`config.mk`:
```
export PLATFORM = sky130hd
export DESIGN_NAME = http2_frame_splitter
export DESIGN_NICKNAME = d
export VERILOG_FILES = /design/src/h2fs_pkg.sv /design/src/http2_frame_splitter.sv /design/src/h2fs_in_reg.sv /design/src/h2fs_parser.sv /design/src/h2fs_out_reg.sv
export VERILOG_INCLUDE_DIRS = /design/src /design/src/src
export SDC_FILE = /design/constraint.sdc
export NUM_CORES = 1
export LEC_CHECK = 0
export BUFFER_PORTS_ARGS = -buffer_cell sky130_fd_sc_hd__clkbuf_2
export CORE_ASPECT_RATIO = 0.6
export CORE_UTILIZATION = 59
export CTS_CLUSTER_SIZE = 8
export DETAILED_ROUTE_END_ITERATION = 10
export MAX_ROUTING_LAYER = met4
export PLACE_DENSITY = 0.8
export SKIP_CTS_REPAIR_TIMING = 1
export SLEW_MARGIN = 20
export SYNTH_ARGS = -nofsm -noshare
export SYNTH_HDL_FRONTEND = slang
export SYNTH_SLANG_ARGS = --single-unit
```
`constraint.sdc`:
```
create_clock -name clk -period 12.1 [get_ports clk]
set_input_delay 1.21 -clock clk [delete_from_list [all_inputs] [get_ports clk]]
set_output_delay 1.21 -clock clk [all_outputs]
set_load 0.005 [all_outputs]
```
`src/http2_frame_splitter_macros.svh`:
```
// ----------------------------------------------------------------------------
// HTTP/2 frame splitter assertion macros
// Shorthand for the concurrent checks used in the splitter RTL. Each macro
// expects signals named clk and rst_n in the scope where it is used.
// ----------------------------------------------------------------------------
`ifndef HTTP2_FRAME_SPLITTER_MACROS_SVH
`define HTTP2_FRAME_SPLITTER_MACROS_SVH

// Consequent must hold in the same cycle as the antecedent.
`define H2FS_ASSERT_NOW(lbl, ante, cons, msg) \
  lbl: assert property (@(posedge clk) disable iff (!rst_n) (ante) |-> (cons)) else $error(msg);

// Consequent must hold in the cycle after the antecedent.
`define H2FS_ASSERT_NEXT(lbl, ante, cons, msg) \
  lbl: assert property (@(posedge clk) disable iff (!rst_n) (ante) |=> (cons)) else $error(msg);

`endif

```
`src/h2fs_pkg.sv`:
```
// ----------------------------------------------------------------------------
// HTTP/2 frame splitter package
// Phase and result codes, frame type and flag constants, result record.
// ----------------------------------------------------------------------------
package h2fs_pkg;

  // Parser phase within the connection stream
  typedef enum logic [2:0] {
    PH_HDR    = 3'd0,
    PH_PADLEN = 3'd1,
    PH_PRIO   = 3'd2,
    PH_BODY   = 3'd3,
    PH_PAD    = 3'd4,
    PH_SET    = 3'd5,
    PH_WIN    = 3'd6
  } phase_t;

  // Result kind, carried on tuser
  typedef enum logic [2:0] {
    KIND_HEADER    = 3'd0,
    KIND_CONTENT   = 3'd1,
    KIND_SETTING   = 3'd2,
    KIND_WINDOW    = 3'd3,
    KIND_FRAME_END = 3'd4,
    KIND_ERROR     = 3'd5
  } kind_t;

  typedef enum logic [1:0] {
    ERR_PROTOCOL   = 2'd0,
    ERR_FRAME_SIZE = 2'd1,
    ERR_BAD_MSG    = 2'd2,
    ERR_FIELDS     = 2'd3
  } err_t;

  // Frame types handled by the parser
  localparam logic [7:0] TYPE_DATA     = 8'd0;
  localparam logic [7:0] TYPE_HEADERS  = 8'd1;
  localparam logic [7:0] TYPE_SETTINGS = 8'd4;
  localparam logic [7:0] TYPE_WINDOW   = 8'd8;
  localparam logic [7:0] TYPE_MAX      = 8'd9;

  // Flag bit positions
  localparam int FL_ACK_BIT      = 0;
  localparam int FL_PADDED_BIT   = 3;
  localparam int FL_PRIORITY_BIT = 5;

  localparam logic [23:0] HDR_BYTES     = 24'd9;
  localparam logic [2:0]  SETTING_BYTES = 3'd6;
  localparam logic [2:0]  WINDOW_BYTES  = 3'd4;
  localparam logic [2:0]  PRIO_BYTES    = 3'd5;
  localparam logic [23:0] WINDOW_LEN    = 24'd4;

  localparam int TDATA_W = 160;
  localparam int TUSER_W = 3;

  typedef struct packed {
    kind_t        kind;
    logic [3:0]   frame_type;
    logic [7:0]   frame_flags;
    logic [30:0]  stream_id;
    logic [23:0]  frame_length;
    logic [7:0]   content_byte;
    logic [15:0]  setting_id;
    logic [31:0]  setting_value;
    logic [30:0]  window_increment;
    err_t         error_code;
    logic         frame_end;
  } result_t;

endpackage

```
`src/http2_frame_splitter.sv`:
```
// ----------------------------------------------------------------------------
// HTTP/2 frame splitter
// Deframes an HTTP/2 connection byte stream into headers, content bytes,
// SETTINGS entries, window increments, frame ends and errors.
// ----------------------------------------------------------------------------
// Usage:
//  - Slave channel (in_*): one connection byte per transaction on in_tdata.
//  - Master channel (out_*): at most one result transaction per input byte.
//    out_tuser carries the result kind, out_tlast marks the result that
//    closes a frame, out_tdata carries the frame header fields and payload.
//  - Path: an accepted byte passes the input register, then the result
//    register, before its result reaches the outputs.
//  - Throughput: one byte per cycle unless a held result stalls; the parser state update is a single
//    pass of logic between the input register and the result register.
//  - Bytes that produce no result (header bytes 1-8, padding, priority,
//    partial SETTINGS/WINDOW_UPDATE entries) simply vanish.
//  - Stall: while out_tready is low and a result is held, the parser stops
//    and in_tready drops once the input register is full; nothing is lost.
//  - After any error result the block swallows all further input until
//    reset. Synchronous reset (rst_n low) clears the parser to header
//    collection and empties both registers.
// ----------------------------------------------------------------------------
module http2_frame_splitter (
  input  logic         clk,
  input  logic         rst_n,
  input  logic         in_tvalid,
  output logic         in_tready,
  input  logic [7:0]   in_tdata,   // [7:0] stream_byte
  output logic         out_tvalid,
  input  logic         out_tready,
  output logic [159:0] out_tdata,  // [3:0] frame_type, [11:4] frame_flags,
                                   // [42:12] stream_id, [66:43] frame_length,
                                   // [74:67] content_byte, [90:75] setting_id,
                                   // [122:91] setting_value,
                                   // [153:123] window_increment,
                                   // [155:154] error_code, [159:156] zero
  output logic [2:0]   out_tuser,  // [2:0] kind
  output logic         out_tlast   // frame_end
);

  logic              hold_valid;
  logic [7:0]        hold_byte;
  logic              space;
  logic              step;
  logic              res_valid;
  h2fs_pkg::result_t res;
  h2fs_pkg::result_t out_res;

  // parser advances when a byte is held and the result register has room
  assign step = hold_valid && space;

  h2fs_in_reg u_in_reg (
    .clk        (clk),
    .rst_n      (rst_n),
    .in_valid   (in_tvalid),
    .in_ready   (in_tready),
    .in_byte    (in_tdata),
    .take       (step),
    .hold_valid (hold_valid),
    .hold_byte  (hold_byte)
  );

  h2fs_parser u_parser (
    .clk       (clk),
    .rst_n     (rst_n),
    .step      (step),
    .in_byte   (hold_byte),
    .res_valid (res_valid),
    .res       (res)
  );

  h2fs_out_reg u_out_reg (
    .clk       (clk),
    .rst_n     (rst_n),
    .load      (step && res_valid),
    .res       (res),
    .out_ready (out_tready),
    .space     (space),
    .out_valid (out_tvalid),
    .out_res   (out_res)
  );

  assign out_tdata = {4'h0,
                      out_res.error_code,
                      out_res.window_increment,
                      out_res.setting_value,
                      out_res.setting_id,
                      out_res.content_byte,
                      out_res.frame_length,
                      out_res.stream_id,
                      out_res.frame_flags,
                      out_res.frame_type};
  assign out_tuser = out_res.kind;
  assign out_tlast = out_res.frame_end;

endmodule

```
`src/h2fs_in_reg.sv`:
```
// ----------------------------------------------------------------------------
// HTTP/2 frame splitter input register
// Holds one received stream byte until the parser takes it.
// ----------------------------------------------------------------------------
module h2fs_in_reg (
  input  logic       clk,
  input  logic       rst_n,
  input  logic       in_valid,
  output logic       in_ready,
  input  logic [7:0] in_byte,
  input  logic       take,
  output logic       hold_valid,
  output logic [7:0] hold_byte
);

  logic       valid_r, valid_nxt;
  logic [7:0] byte_r;

  assign in_ready = !valid_r || take;

  always_comb begin
    valid_nxt = valid_r;
    if (in_valid && in_ready) begin
      valid_nxt = 1'b1;
    end else if (take) begin
      valid_nxt = 1'b0;
    end
  end

  always_ff @(posedge clk) begin
    if (!rst_n) begin
      valid_r <= 1'b0;
    end else begin
      valid_r <= valid_nxt;
    end
  end

  always_ff @(posedge clk) begin
    if (in_valid && in_ready) begin
      byte_r <= in_byte;
    end
  end

  assign hold_valid = valid_r;
  assign hold_byte  = byte_r;

endmodule

```
`src/h2fs_parser.sv`:
```
// ----------------------------------------------------------------------------
// HTTP/2 frame splitter parser
// Frame state and single-byte next-state logic; at most one result per byte.
// ----------------------------------------------------------------------------
`include "http2_frame_splitter_macros.svh"

module h2fs_parser (
  input  logic              clk,
  input  logic              rst_n,
  input  logic              step,
  input  logic [7:0]        in_byte,
  output logic              res_valid,
  output h2fs_pkg::result_t res
);

  h2fs_pkg::phase_t phase_r, phase_nxt;
  logic [23:0] byte_count_r, byte_count_nxt;
  logic [23:0] length_r, length_nxt;
  logic [7:0]  type_r, type_nxt;
  logic [7:0]  flags_r, flags_nxt;
  logic [30:0] stream_r, stream_nxt;
  logic [7:0]  pad_count_r, pad_count_nxt;
  logic [47:0] accum_r, accum_nxt;
  logic [2:0]  entry_bytes_r, entry_bytes_nxt;
  logic        halted_r, halted_nxt;
  logic [1:0]  len_mod3_r, len_mod3_nxt;

  logic [23:0] bc;
  logic        last;
  logic        prio, padded;
  logic [2:0]  opt;
  logic [23:0] skip, room;
  logic [47:0] acc_new;

  // Running residue mod 3; 256 and 4 are both 1 mod 3, so fold 2-bit digits
  function automatic logic [1:0] mod3_add(input logic [1:0] acc, input logic [7:0] v);
    logic [3:0] s;
    logic [2:0] t;
    logic [2:0] u;
    logic [1:0] w;
    s = {2'b00, acc} + {2'b00, v[1:0]} + {2'b00, v[3:2]} + {2'b00, v[5:4]}
        + {2'b00, v[7:6]};
    t = {1'b0, s[3:2]} + {1'b0, s[1:0]};
    u = {2'b00, t[2]} + {1'b0, t[1:0]};
    w = {1'b0, u[2]} + u[1:0];
    return (w == 2'd3) ? 2'd0 : w;
  endfunction

  // Phase once the pad-length and priority fields are consumed
  function automatic h2fs_pkg::phase_t after_fields(input logic [23:0] left,
                                                    input logic [7:0] pad);
    if (left == 24'd0) begin
      return h2fs_pkg::PH_HDR;
    end else if (left > {16'h0, pad}) begin
      return h2fs_pkg::PH_BODY;
    end else begin
      return h2fs_pkg::PH_PAD;
    end
  endfunction

  assign bc      = byte_count_r - 24'd1;
  assign last    = (bc == 24'd0);
  assign acc_new = {accum_r[39:0], in_byte};

  always_comb begin
    phase_nxt       = phase_r;
    byte_count_nxt  = byte_count_r;
    length_nxt      = length_r;
    type_nxt        = type_r;
    flags_nxt       = flags_r;
    stream_nxt      = stream_r;
    pad_count_nxt   = pad_count_r;
    accum_nxt       = accum_r;
    entry_bytes_nxt = entry_bytes_r;
    halted_nxt      = halted_r;
    len_mod3_nxt    = len_mod3_r;
    res_valid       = 1'b0;
    res.kind             = h2fs_pkg::KIND_HEADER;
    res.content_byte     = 8'h0;
    res.setting_id       = 16'h0;
    res.setting_value    = 32'h0;
    res.window_increment = 31'h0;
    res.error_code       = h2fs_pkg::ERR_PROTOCOL;
    res.frame_end        = 1'b0;
    prio   = (type_r == h2fs_pkg::TYPE_HEADERS) && flags_r[h2fs_pkg::FL_PRIORITY_BIT];
    padded = (type_r <= h2fs_pkg::TYPE_HEADERS) && flags_r[h2fs_pkg::FL_PADDED_BIT];
    skip   = prio ? 24'd5 : 24'd0;
    room   = (bc >= skip) ? (bc - skip) : 24'd0;
    opt    = (padded ? 3'd1 : 3'd0) + (prio ? 3'd5 : 3'd0);

    if (step && !halted_r) begin
      case (phase_r)
        h2fs_pkg::PH_PADLEN: begin
          byte_count_nxt = bc;
          pad_count_nxt  = in_byte;
          if ({16'h0, in_byte} > room) begin
            halted_nxt     = 1'b1;
            res_valid      = 1'b1;
            res.kind       = h2fs_pkg::KIND_ERROR;
            res.error_code = h2fs_pkg::ERR_FIELDS;
          end else begin
            if (prio) begin
              phase_nxt       = h2fs_pkg::PH_PRIO;
              entry_bytes_nxt = 3'd0;
            end else begin
              phase_nxt = after_fields(bc, in_byte);
            end
            if (last) begin
              phase_nxt      = h2fs_pkg::PH_HDR;
              res_valid      = 1'b1;
              res.kind       = h2fs_pkg::KIND_FRAME_END;
              res.frame_end  = 1'b1;
            end
          end
        end
        h2fs_pkg::PH_PRIO: begin
          byte_count_nxt  = bc;
          entry_bytes_nxt = entry_bytes_r + 3'd1;
          if (entry_bytes_nxt >= h2fs_pkg::PRIO_BYTES) begin
            entry_bytes_nxt = 3'd0;
            phase_nxt       = after_fields(bc, pad_count_r);
          end
          if (last) begin
            phase_nxt     = h2fs_pkg::PH_HDR;
            res_valid     = 1'b1;
            res.kind      = h2fs_pkg::KIND_FRAME_END;
            res.frame_end = 1'b1;
          end
        end
        h2fs_pkg::PH_BODY: begin
          byte_count_nxt   = bc;
          res_valid        = 1'b1;
          res.kind         = h2fs_pkg::KIND_CONTENT;
          res.content_byte = in_byte;
          if (last) begin
            phase_nxt     = h2fs_pkg::PH_HDR;
            res.frame_end = 1'b1;
          end else if (bc <= {16'h0, pad_count_r}) begin
            phase_nxt = h2fs_pkg::PH_PAD;
          end
        end
        h2fs_pkg::PH_PAD: begin
          byte_count_nxt = bc;
          if (last) begin
            phase_nxt     = h2fs_pkg::PH_HDR;
            res_valid     = 1'b1;
            res.kind      = h2fs_pkg::KIND_FRAME_END;
            res.frame_end = 1'b1;
          end
        end
        h2fs_pkg::PH_SET, h2fs_pkg::PH_WIN: begin
          byte_count_nxt  = bc;
          accum_nxt       = acc_new;
          entry_bytes_nxt = entry_bytes_r + 3'd1;
          if ((phase_r == h2fs_pkg::PH_SET && entry_bytes_nxt >= h2fs_pkg::SETTING_BYTES) ||
              (phase_r == h2fs_pkg::PH_WIN && entry_bytes_nxt >= h2fs_pkg::WINDOW_BYTES)) begin
            entry_bytes_nxt = 3'd0;
            accum_nxt       = 48'h0;
            res_valid       = 1'b1;
            res.frame_end   = last;
            if (phase_r == h2fs_pkg::PH_SET) begin
              res.kind          = h2fs_pkg::KIND_SETTING;
              res.setting_id    = acc_new[47:32];
              res.setting_value = acc_new[31:0];
            end else begin
              res.kind             = h2fs_pkg::KIND_WINDOW;
              res.window_increment = acc_new[30:0];
            end
            if (last) begin
              phase_nxt = h2fs_pkg::PH_HDR;
            end
          end else if (last) begin
            phase_nxt     = h2fs_pkg::PH_HDR;
            res_valid     = 1'b1;
            res.kind      = h2fs_pkg::KIND_FRAME_END;
            res.frame_end = 1'b1;
          end
        end
        default: begin
          // header collection: length, type, flags, stream id
          if (byte_count_r < 24'd3) begin
            length_nxt   = {(byte_count_r == 24'd0) ? 16'h0 : length_r[15:0], in_byte};
            len_mod3_nxt = mod3_add((byte_count_r == 24'd0) ? 2'd0 : len_mod3_r, in_byte);
          end else if (byte_count_r == 24'd3) begin
            type_nxt = in_byte;
          end else if (byte_count_r == 24'd4) begin
            flags_nxt  = in_byte;
            stream_nxt = 31'h0;
          end else begin
            stream_nxt = {stream_r[22:0], in_byte};
          end
          byte_count_nxt = byte_count_r + 24'd1;
          if (byte_count_nxt >= h2fs_pkg::HDR_BYTES) begin
            byte_count_nxt = 24'd0;
            phase_nxt      = h2fs_pkg::PH_HDR;
            res_valid      = 1'b1;
            res.kind       = h2fs_pkg::KIND_ERROR;
            halted_nxt     = 1'b1;
            if (type_nxt > h2fs_pkg::TYPE_MAX) begin
              res.error_code = h2fs_pkg::ERR_BAD_MSG;
            end else if (type_nxt == h2fs_pkg::TYPE_SETTINGS && stream_nxt != 31'h0) begin
              res.error_code = h2fs_pkg::ERR_PROTOCOL;
            end else if (type_nxt == h2fs_pkg::TYPE_SETTINGS &&
                         flags_nxt[h2fs_pkg::FL_ACK_BIT] && length_nxt != 24'h0) begin
              res.error_code = h2fs_pkg::ERR_FRAME_SIZE;
            end else if (type_nxt == h2fs_pkg::TYPE_SETTINGS &&
                         (length_nxt[0] || len_mod3_nxt != 2'd0)) begin
              res.error_code = h2fs_pkg::ERR_FRAME_SIZE;
            end else if (type_nxt == h2fs_pkg::TYPE_WINDOW &&
                         length_nxt != h2fs_pkg::WINDOW_LEN) begin
              res.error_code = h2fs_pkg::ERR_FRAME_SIZE;
            end else if (!(type_nxt inside {h2fs_pkg::TYPE_DATA, h2fs_pkg::TYPE_HEADERS,
                                            h2fs_pkg::TYPE_SETTINGS, h2fs_pkg::TYPE_WINDOW})) begin
              res.error_code = h2fs_pkg::ERR_BAD_MSG;
            end else if (length_nxt < {21'h0, opt}) begin
              res.error_code = h2fs_pkg::ERR_FIELDS;
            end else begin
              // header accepted
              halted_nxt      = 1'b0;
              res.kind        = h2fs_pkg::KIND_HEADER;
              pad_count_nxt   = 8'h0;
              accum_nxt       = 48'h0;
              entry_bytes_nxt = 3'd0;
              if (length_nxt == 24'h0) begin
                res.frame_end = 1'b1;
              end else begin
                byte_count_nxt = length_nxt;
                if (padded) begin
                  phase_nxt = h2fs_pkg::PH_PADLEN;
                end else if (prio) begin
                  phase_nxt = h2fs_pkg::PH_PRIO;
                end else if (type_nxt == h2fs_pkg::TYPE_SETTINGS) begin
                  phase_nxt = h2fs_pkg::PH_SET;
                end else if (type_nxt == h2fs_pkg::TYPE_WINDOW) begin
                  phase_nxt = h2fs_pkg::PH_WIN;
                end else begin
                  phase_nxt = h2fs_pkg::PH_BODY;
                end
              end
            end
          end
        end
      endcase
    end

    // header fields of the current frame travel with every result
    res.frame_type   = (type_nxt <= h2fs_pkg::TYPE_MAX) ? type_nxt[3:0] : 4'h0;
    res.frame_flags  = flags_nxt;
    res.stream_id    = stream_nxt;
    res.frame_length = length_nxt;
  end

  always_ff @(posedge clk) begin
    if (!rst_n) begin
      phase_r       <= h2fs_pkg::PH_HDR;
      byte_count_r  <= 24'h0;
      length_r      <= 24'h0;
      type_r        <= 8'h0;
      flags_r       <= 8'h0;
      stream_r      <= 31'h0;
      pad_count_r   <= 8'h0;
      accum_r       <= 48'h0;
      entry_bytes_r <= 3'd0;
      halted_r      <= 1'b0;
      len_mod3_r    <= 2'd0;
    end else begin
      phase_r       <= phase_nxt;
      byte_count_r  <= byte_count_nxt;
      length_r      <= length_nxt;
      type_r        <= type_nxt;
      flags_r       <= flags_nxt;
      stream_r      <= stream_nxt;
      pad_count_r   <= pad_count_nxt;
      accum_r       <= accum_nxt;
      entry_bytes_r <= entry_bytes_nxt;
      halted_r      <= halted_nxt;
      len_mod3_r    <= len_mod3_nxt;
    end
  end

  `H2FS_ASSERT_NEXT(a_halt_sticky, halted_r, halted_r, "halt state released before reset")
  `H2FS_ASSERT_NOW(a_halt_silent, halted_r, !res_valid, "result produced while halted")
  `H2FS_ASSERT_NEXT(a_err_halts, res_valid && res.kind == h2fs_pkg::KIND_ERROR, halted_r, "error did not halt parser")
  `H2FS_ASSERT_NOW(a_err_no_end, res_valid && res.kind == h2fs_pkg::KIND_ERROR, !res.frame_end, "error result marks frame end")
  `H2FS_ASSERT_NOW(a_hdr_count, phase_r == h2fs_pkg::PH_HDR, byte_count_r < h2fs_pkg::HDR_BYTES, "header byte count out of range")

endmodule

```
`src/h2fs_out_reg.sv`:
```
// ----------------------------------------------------------------------------
// HTTP/2 frame splitter result register
// Holds one result until the downstream side takes it.
// ----------------------------------------------------------------------------
module h2fs_out_reg (
  input  logic              clk,
  input  logic              rst_n,
  input  logic              load,
  input  h2fs_pkg::result_t res,
  input  logic              out_ready,
  output logic              space,
  output logic              out_valid,
  output h2fs_pkg::result_t out_res
);

  logic              valid_r, valid_nxt;
  h2fs_pkg::result_t res_r;

  // room for a new result when empty or when the held one leaves now
  assign space = !valid_r || out_ready;

  always_comb begin
    valid_nxt = valid_r;
    if (load) begin
      valid_nxt = 1'b1;
    end else if (out_ready) begin
      valid_nxt = 1'b0;
    end
  end

  always_ff @(posedge clk) begin
    if (!rst_n) begin
      valid_r <= 1'b0;
    end else begin
      valid_r <= valid_nxt;
    end
  end

  always_ff @(posedge clk) begin
    if (load) begin
      res_r <= res;
    end
  end

  assign out_valid = valid_r;
  assign out_res   = res_r;

endmodule

```
### Yosys cells after proc, flatten, opt, wreduce, memory -nomap -nowiden

Cells that the tools add are included.

| storage, ports and cells | value |
|---|---|
| register bits | 322 |
| input bits | 12 |
| output and inout port bits | 166 |
| word-level logic and storage cells | 305 |

| cells by class | value |
|---|---|
| add/subtract/negate cells | 12 |
| $lt $le $gt $ge | 14 |
| equality and inequality tests | 38 |
| multiplexer cells | 155 |
| bitwise logic cells | 7 |
| reductions and logical operators | 54 |

Operator list:

| operator | number |
|---|---|
| 2-to-1 mux 24 bit | 16 |
| 2-to-1 mux 40 bit | 9 |
| 2-to-1 mux 31 bit | 7 |
| 2-to-1 mux 8 bit | 21 |
| 2-to-1 mux 3 bit | 49 |
| case mux 40 bit (2 select lines) | 1 |
| zero test 24 bit | 3 |
| greater-than comparator 24 x 8 -> 1 bit | 2 |
| case mux 3 bit (4 select lines) | 3 |
| nonzero test 31 bit | 1 |
| 2-to-1 mux 1 bit | 30 |
| 2-to-1 mux 2 bit | 13 |
| != test 2 bit, second input constant | 13 |
| adder 24 x 1 -> 24 bit, second input constant | 1 |
| equality test 24 x 2 -> 1 bit, second input constant | 1 |
| equality test 24 x 3 -> 1 bit, second input constant | 1 |
| greater-or-equal comparator 24 bit | 1 |
| greater-or-equal comparator 24 x 4 -> 1 bit, second input constant | 1 |
| greater-than comparator 8 x 24 -> 1 bit | 1 |
| less-or-equal comparator 24 x 8 -> 1 bit | 1 |
| < comparator 24 x 2 -> 1 bit, second input constant | 1 |
| < comparator 24 x 3 -> 1 bit | 1 |
| != test 24 x 3 -> 1 bit, second input constant | 1 |
| != test 4 bit, second input constant | 6 |
| other kinds (46) | 96 |

### Depth between registers and ports, before layout

| depth | value |
|---|---|
| depth after elaboration | 23 |
| gate-level depth with buffers | 31 |
| mapped depth without buffers | 28 |

### Cells and area by module

From an unflattened synthesis, not the netlist that was laid out.

| unflattened totals | value |
|---|---|
| cell total of the unflattened synthesis | 1594 |
| area total of the unflattened synthesis | 15937.8 um2 |

Modules (own cells, without submodules):

| module | instances | cells each | area each (um2) | seq. area each (um2) |
|---|---|---|---|---|
| h2fs_parser | 1 | 1410 | 10740.3 | 3042.9 |
| h2fs_out_reg | 1 | 164 | 4853.4 | 4824.6 |
| h2fs_in_reg | 1 | 13 | 297.8 | 260.2 |
| http2_frame_splitter | 1 | 7 | 46.3 | 0.0 |

### Worst setup path before layout

Ideal clock, no wire load.

| path | value |
|---|---|
| kind | register to register |
| start point | register u_parser.type_r[5] |
| end point | register u_out_reg.res_r (netlist bit u_out_reg.out_res[0]) (enable) |
| library setup time | 0.577 ns |
| arrival time | 8.834 ns |
| required time | 11.523 ns |
| slack | 2.689 ns |
| cell stages (with the launch flop) | 26 |
| path buffers | 3 |
| period minus slack after synthesis | 9.411 ns |
| cell sequence | dfxtp_1 -> or4_1 -> nor2_1 -> and4_1 -> clkbuf_1 -> inv_1 -> ha_1 -> a21o_1 -> or4_1 -> nor2_1 -> o21ai_0 -> or2_2 -> clkbuf_1 -> nand2b_1 -> ha_1 -> nor2b_1 -> o21a_1 -> o21a_1 -> o21ai_0 -> nand2b_1 -> a21oi_1 -> o21ai_0 -> o2111ai_1 -> or2_1 -> buf_6 -> a21oi_2 |

| on the way | value |
|---|---|
| longest elaborated chain between the ends | 10 |
| elaborated cells between the ends (all ways) | 11 |
| classes of those cells | add/sub (1); order compare (2); eq/ne (1); mux (5); reduce/logical (2) |

Ends and longest elaborated chain:

| what | RTL line | RTL |
|---|---|---|
| from (decl) | h2fs_parser.sv:19 | `logic [7:0] type_r, type_nxt;` |
| from (signal assigned) | h2fs_parser.sv:270 | `type_r <= type_nxt;` |
| equality test 8 x 1 -> 1 bit * | h2fs_parser.sv:85 | `prio = (type_r == h2fs_pkg::TYPE_HEADERS) && flags_r[h2fs_pkg::FL_PRIORITY_BIT];` |
| logical AND 1 bit * | h2fs_parser.sv:85 |  |
| 2-to-1 mux 3 bit * | h2fs_parser.sv:87 | `skip = prio ? 24'd5 : 24'd0;` |
| subtractor 24 bit / greater-or-equal comparator 24 bit (equally long branches) | h2fs_parser.sv:88 | `room = (bc >= skip) ? (bc - skip) : 24'd0;` |
| 2-to-1 mux 24 bit * | h2fs_parser.sv:88 |  |
| greater-than comparator 8 x 24 -> 1 bit * | h2fs_parser.sv:96 | `if ({16'h0, in_byte} > room) begin` |
| 2-to-1 mux 1 bit * | h2fs_parser.sv:96 |  |
| case mux 1 bit (4 select lines) * | h2fs_parser.sv:92 | `case (phase_r)` |
| 2-to-1 mux 1 bit * | h2fs_parser.sv:91 | `if (step && !halted_r) begin` |
| logical AND 1 bit * | http2_frame_splitter.sv:75 | `.load (step && res_valid),` |
| named net u_out_reg.load | h2fs_out_reg.sv:8 | `input logic load,` |
| to (signal assigned) | h2fs_out_reg.sv:41 | `res_r <= res;` |
| to (decl) | h2fs_out_reg.sv:17 | `h2fs_pkg::result_t res_r;` |

The timed path passes the listed nets; every way through them passes the cells marked *.
A chain may end at the register's enable or synchronous reset.

### Final worst setup path

| path | value |
|---|---|
| start point | register u_parser.byte_count_r[2] |
| end point | register u_parser.accum_r[20] |

| on the way | value |
|---|---|
| longest elaborated chain between the ends | 19 |
| elaborated cells between the ends (all ways) | 63 |
| classes of those cells | add/sub (8); order compare (4); eq/ne (13); mux (23); reduce/logical (15) |

Ends and longest elaborated chain:

| what | RTL line | RTL |
|---|---|---|
| from (decl) | h2fs_parser.sv:17 | `logic [23:0] byte_count_r, byte_count_nxt;` |
| from (signal assigned) | h2fs_parser.sv:268 | `byte_count_r <= byte_count_nxt;` |
| zero test 24 bit | h2fs_parser.sv:182, h2fs_parser.sv:183 |  |
| 2-to-1 mux 2 bit | h2fs_parser.sv:183 | `len_mod3_nxt = mod3_add((byte_count_r == 24'd0) ? 2'd0 : len_mod3_r, in_byte);` |
| adder 2 x 2 -> 3 bit | h2fs_parser.sv:41 | `s = {2'b00, acc} + {2'b00, v[1:0]} + {2'b00, v[3:2]} + {2'b00, v[5:4]}` |
| adder 4 x 2 -> 4 bit (2 in series) | h2fs_parser.sv:41 |  |
| adder 4 x 2 -> 4 bit | h2fs_parser.sv:42 | `+ {2'b00, v[7:6]};` |
| adder 2 x 2 -> 3 bit | h2fs_parser.sv:43 | `t = {1'b0, s[3:2]} + {1'b0, s[1:0]};` |
| adder 1 x 2 -> 3 bit | h2fs_parser.sv:44 | `u = {2'b00, t[2]} + {1'b0, t[1:0]};` |
| adder 1 x 2 -> 2 bit | h2fs_parser.sv:45 | `w = {1'b0, u[2]} + u[1:0];` |
| [... 2 more ...] | n/a |  |
| 2-to-1 mux 2 bit | h2fs_parser.sv:181 | `if (byte_count_r < 24'd3) begin` |
| 2-to-1 mux 2 bit | h2fs_parser.sv:92 |  |
| 2-to-1 mux 2 bit | h2fs_parser.sv:91 |  |
| nonzero test 2 bit | h2fs_parser.sv:207 | `(length_nxt[0] \|\| len_mod3_nxt != 2'd0)) begin` |
| logical OR 1 bit | h2fs_parser.sv:207 |  |
| logical AND 1 bit | h2fs_parser.sv:206 | `end else if (type_nxt == h2fs_pkg::TYPE_SETTINGS &&` |
| != test 2 bit (no source line) | n/a |  |
| AND reduction 10 bit (no source line) * | n/a |  |
| to (signal assigned) | h2fs_parser.sv:274 | `accum_r <= accum_nxt;` |
| to (decl) | h2fs_parser.sv:23 | `logic [47:0] accum_r, accum_nxt;` |

Every way passes the cells marked *; elsewhere a longest branch is shown, timed or not. The select of a mux whose other input is x is not followed.

==> impl_results.md <==
- Overall Power: 3990 uW
- Outcome: complete, no violations
- First-pass DRT Iterations: 6
- Seq pwr share: 0.349
- Sequential area share after synthesis: 0.509
- Hold Crit Class: reg2reg
- Mapped Area: 16000 um2
- Clock skew: 22.3 ps
- CTS Sinks: 322
- Overflow after GRT: 0
- Drt total wl: 48200 um
- Final HPWL DP: 33300 um
- YS warnings: 0
- CTS tree: yes
- Area grow syn2layout: 15.1%
- I/O pins: 178
- Die area: 27700 um2
- Die outline width: 214 um
- Critical Path RT: 12520 ps
- Htree depth: 2
- Total track usage: 0.352
- Int Pwr: 2520 uW
- Clk root buf: clkbuf_16
- CORE AREA: 26500 um2
- CP Class: reg2reg
- Leak: 0.00720 uW
- Post-synthesis register bit count: 322
- Post-synth top cells: edfxtp_1 (168), dfxtp_1 (154), and2_1 (140)
- Insertion delay to the later sink of the worst-skew pair: 560 ps
- Cts bufs inserted: 46
- Post-DR wirelength/cell: 23.1 um
- Final Non-Filler Cells: 2087
- Area fraction of the dominant cell type after synthesis: 0.316
- Bufs on Longest Clock Path: 3
- Max-cap violations: 0
- Actual slew at the worst max-slew pin: 1070 ps
- Number of synthesized flops with an enable pin: 168
- Die height: 129 um
- Most common cell in the netlist: edfxtp_1
- Routed Antenna Nets: 0
- Capturing element type of the critical path: flip-flop
- Placed cells: 2000
- GPL Wtd Cong: 0.992
- Vias: 13300
- Switch share: 0.368
- Worst VDD drop: 0.136 mV
- Max-slew violation count: 0
- Initial DRC count: 1692
- Synth area leader: edfxtp_1
- Crit path time final: 8440 ps
- DP Area: 17000 um2
- Final setup violation count: 0
- Synth top area cells: edfxtp_1 (32%), dfxtp_1 (19%), and2_1 (5.5%)
- Row count: 46
- Max transition margin: 0.284
- Design Area, Final: 18400 um2
- CP delay by family, top: adder cells
- Largest net degree at the start of global routing: 120
- Initial Utilization: 0.603
- Initial antenna violation count: 1
- Layout net count: 1751
- Post-synth cell types: 100
- DRC viols: 0
- Final-report hold violation count: 0
- Ratio of cells with drive above 1 in the final layout: 0.172
- CP bufs+invs: 3
- Crit-path most repeated cell: ha_1
- CP peak stage delay: 650 ps
- Number of port buffers: 173
- Max FO, Critical Path: 40
- Post-route clock period utilization: 0.697
- Top_reg_cell synth: edfxtp_1
- Vias/cell: 6.36
- Clock slew at the register clock pins of the worst setup and hold paths: 50 ps
- RSZ-0062 raised after global routing: false
- Worst-path cell with the longest stage delay: nor2_1
- Global-route wire length before repair: 71800 um
- Clock power share: 0.301
- Combinational group share of total power: 0.350
- Critical Path AT: 8860 ps
- Fmax: 119 MHz
- Synth async-reset ratio: 0
- Pwr dens: 217 nW/um2
- Setup TNS: 0 ps
- Cell count after synthesis: 1554
- Post-synthesis area per instance: 10.3 um2
- Vias in the first global route: 11900
- Psw: 1470 uW
- Startpoint types: flip-flop
[final timing paths]
| kind | start | end | slack [ps] | cells past startpoint |
|---|---|---|---|---|
| setup / recovery | u_parser.byte_count_r[2]$_SDFFE_PN0P_ | u_parser.accum_r[20]$_SDFFE_PN0P_ | 3660 | 29 |
| hold / removal | u_parser.accum_r[34]$_SDFFE_PN0P_ | u_parser.accum_r[34]$_SDFFE_PN0P_ | 470 | 1 |
| setup reg to reg | u_parser.byte_count_r[2]$_SDFFE_PN0P_ | u_parser.accum_r[20]$_SDFFE_PN0P_ | 3660 | 29 |
| hold reg to reg | u_parser.accum_r[34]$_SDFFE_PN0P_ | u_parser.accum_r[34]$_SDFFE_PN0P_ | 470 | 1 |
[layer usage]
| metal | wire, um | track usage | part of all wire | up-vias |
|---|---|---|---|---|
| met5 | 0 | - | 0 | - |
| met4 | 922 | 0.0857 | 0.019 | 0 |
| met3 | 6210 | 0.113 | 0.13 | 88 |
| met2 | 19300 | 0.456 | 0.40 | 767 |
| li1 | - | - | - | 5981 |
| met1 | 21800 | 0.521 | 0.45 | 6437 |
[stage by stage]
stage	worst slack, ps	hold WS, ps	util
final	3660	469	0.694
after detailed placement	3880	455	0.642
after CTS	3780	468	0.693
after global routing	3150	471	0.694
after floorplan	2690	432	-
after global placement	4080	450	0.642
[power by group through the flow]
stage,registers [uW],logic [uW],clock network (uW)
finish,1390,1390,1200
floorplan,1390,945,0
detailed placement,1410,1340,0
global placement,1400,1320,0
global route,1400,1500,1260
CTS,1390,1350,1210
[state kept, by name (all words and copies together), names as in the netlist]
name	flops
u_parser.halted_r	1
u_in_reg.hold_byte	8
u_out_reg.out_valid	1
u_parser.accum_r	40
u_parser.pad_count_r	8
u_out_reg.out_res	160
u_parser.length_r	24
u_parser.len_mod3_r	2
u_parser.byte_count_r	24
u_parser.stream_r	31
u_in_reg.hold_valid	1
u_parser.type_r	8
u_parser.flags_r	8
u_parser.entry_bytes_r	3
u_parser.phase_r	3
[layout by cell type, fill, tap and decap left out, types with 7 or more instances in the layout]
| cell type | synthesis | layout |
|---|---|---|
| o21a_1 | 16 | 16 |
| clkbuf_1 | 74 | 34 |
| xor2_1 | 15 | 15 |
| a22oi_1 | 11 | 11 |
| clkbuf_16 | 0 | 47 |
| mux2i_1 | 19 | 19 |
| o31a_1 | 7 | 7 |
| o221ai_1 | 7 | 7 |
| nand3b_1 | 8 | 8 |
| nor4_1 | 41 | 39 |
| nor3_1 | 28 | 26 |
| inv_1 | 42 | 42 |
| nand2b_1 | 11 | 11 |
| a21o_1 | 7 | 7 |
| a22o_1 | 73 | 73 |
| nand4_1 | 17 | 17 |
| a211oi_1 | 8 | 8 |
| xnor2_1 | 17 | 17 |
| a21boi_0 | 9 | 9 |
| dfxtp_1 | 154 | 154 |
| and2_1 | 140 | 140 |
| buf_4 | 6 | 22 |
| a21oi_1 | 56 | 56 |
| nand3_1 | 62 | 62 |
| or4_1 | 10 | 10 |
| or3_1 | 14 | 14 |
| edfxtp_1 | 168 | 168 |
| ha_1 | 45 | 45 |
| o21ai_0 | 66 | 66 |
| clkbuf_2 | 0 | 172 |
| nor2b_1 | 30 | 29 |
| o31ai_1 | 8 | 8 |
| nand2_1 | 133 | 132 |
| a31oi_1 | 7 | 7 |
| nor2_1 | 79 | 78 |
[cell type report]
| cell class | count | area (um2) |
|---|---|---|
| fillers | 1985 | 8110 |
| clock inverters | 3 | 33.8 |
| repair buffers | 196 | 1040 |
| diodes | 2 | 5.00 |
| flip-flops and latches | 322 | 8130 |
| well taps | 360 | 450 |
| multi-input cells | 1079 | 7230 |
| clock buffers | 82 | 1320 |
| inverters | 43 | 161 |
[cells by family (layout without fill, tap and decap cells)]
family	count (synthesis)	count (layout)	synth area share
and+or+nand+nor	622	622	0.215
AOI/OAI and AO/OA	345	345	0.157
DFF	322	322	0.509
buffers and inverters	156	324	0.0411
adders and majority gates	51	51	0.0428
xor gates and xnor gates	34	34	0.0200
muxes	23	23	0.0147
other	1	6	0.000235
(Power assumes the default switching activity.)
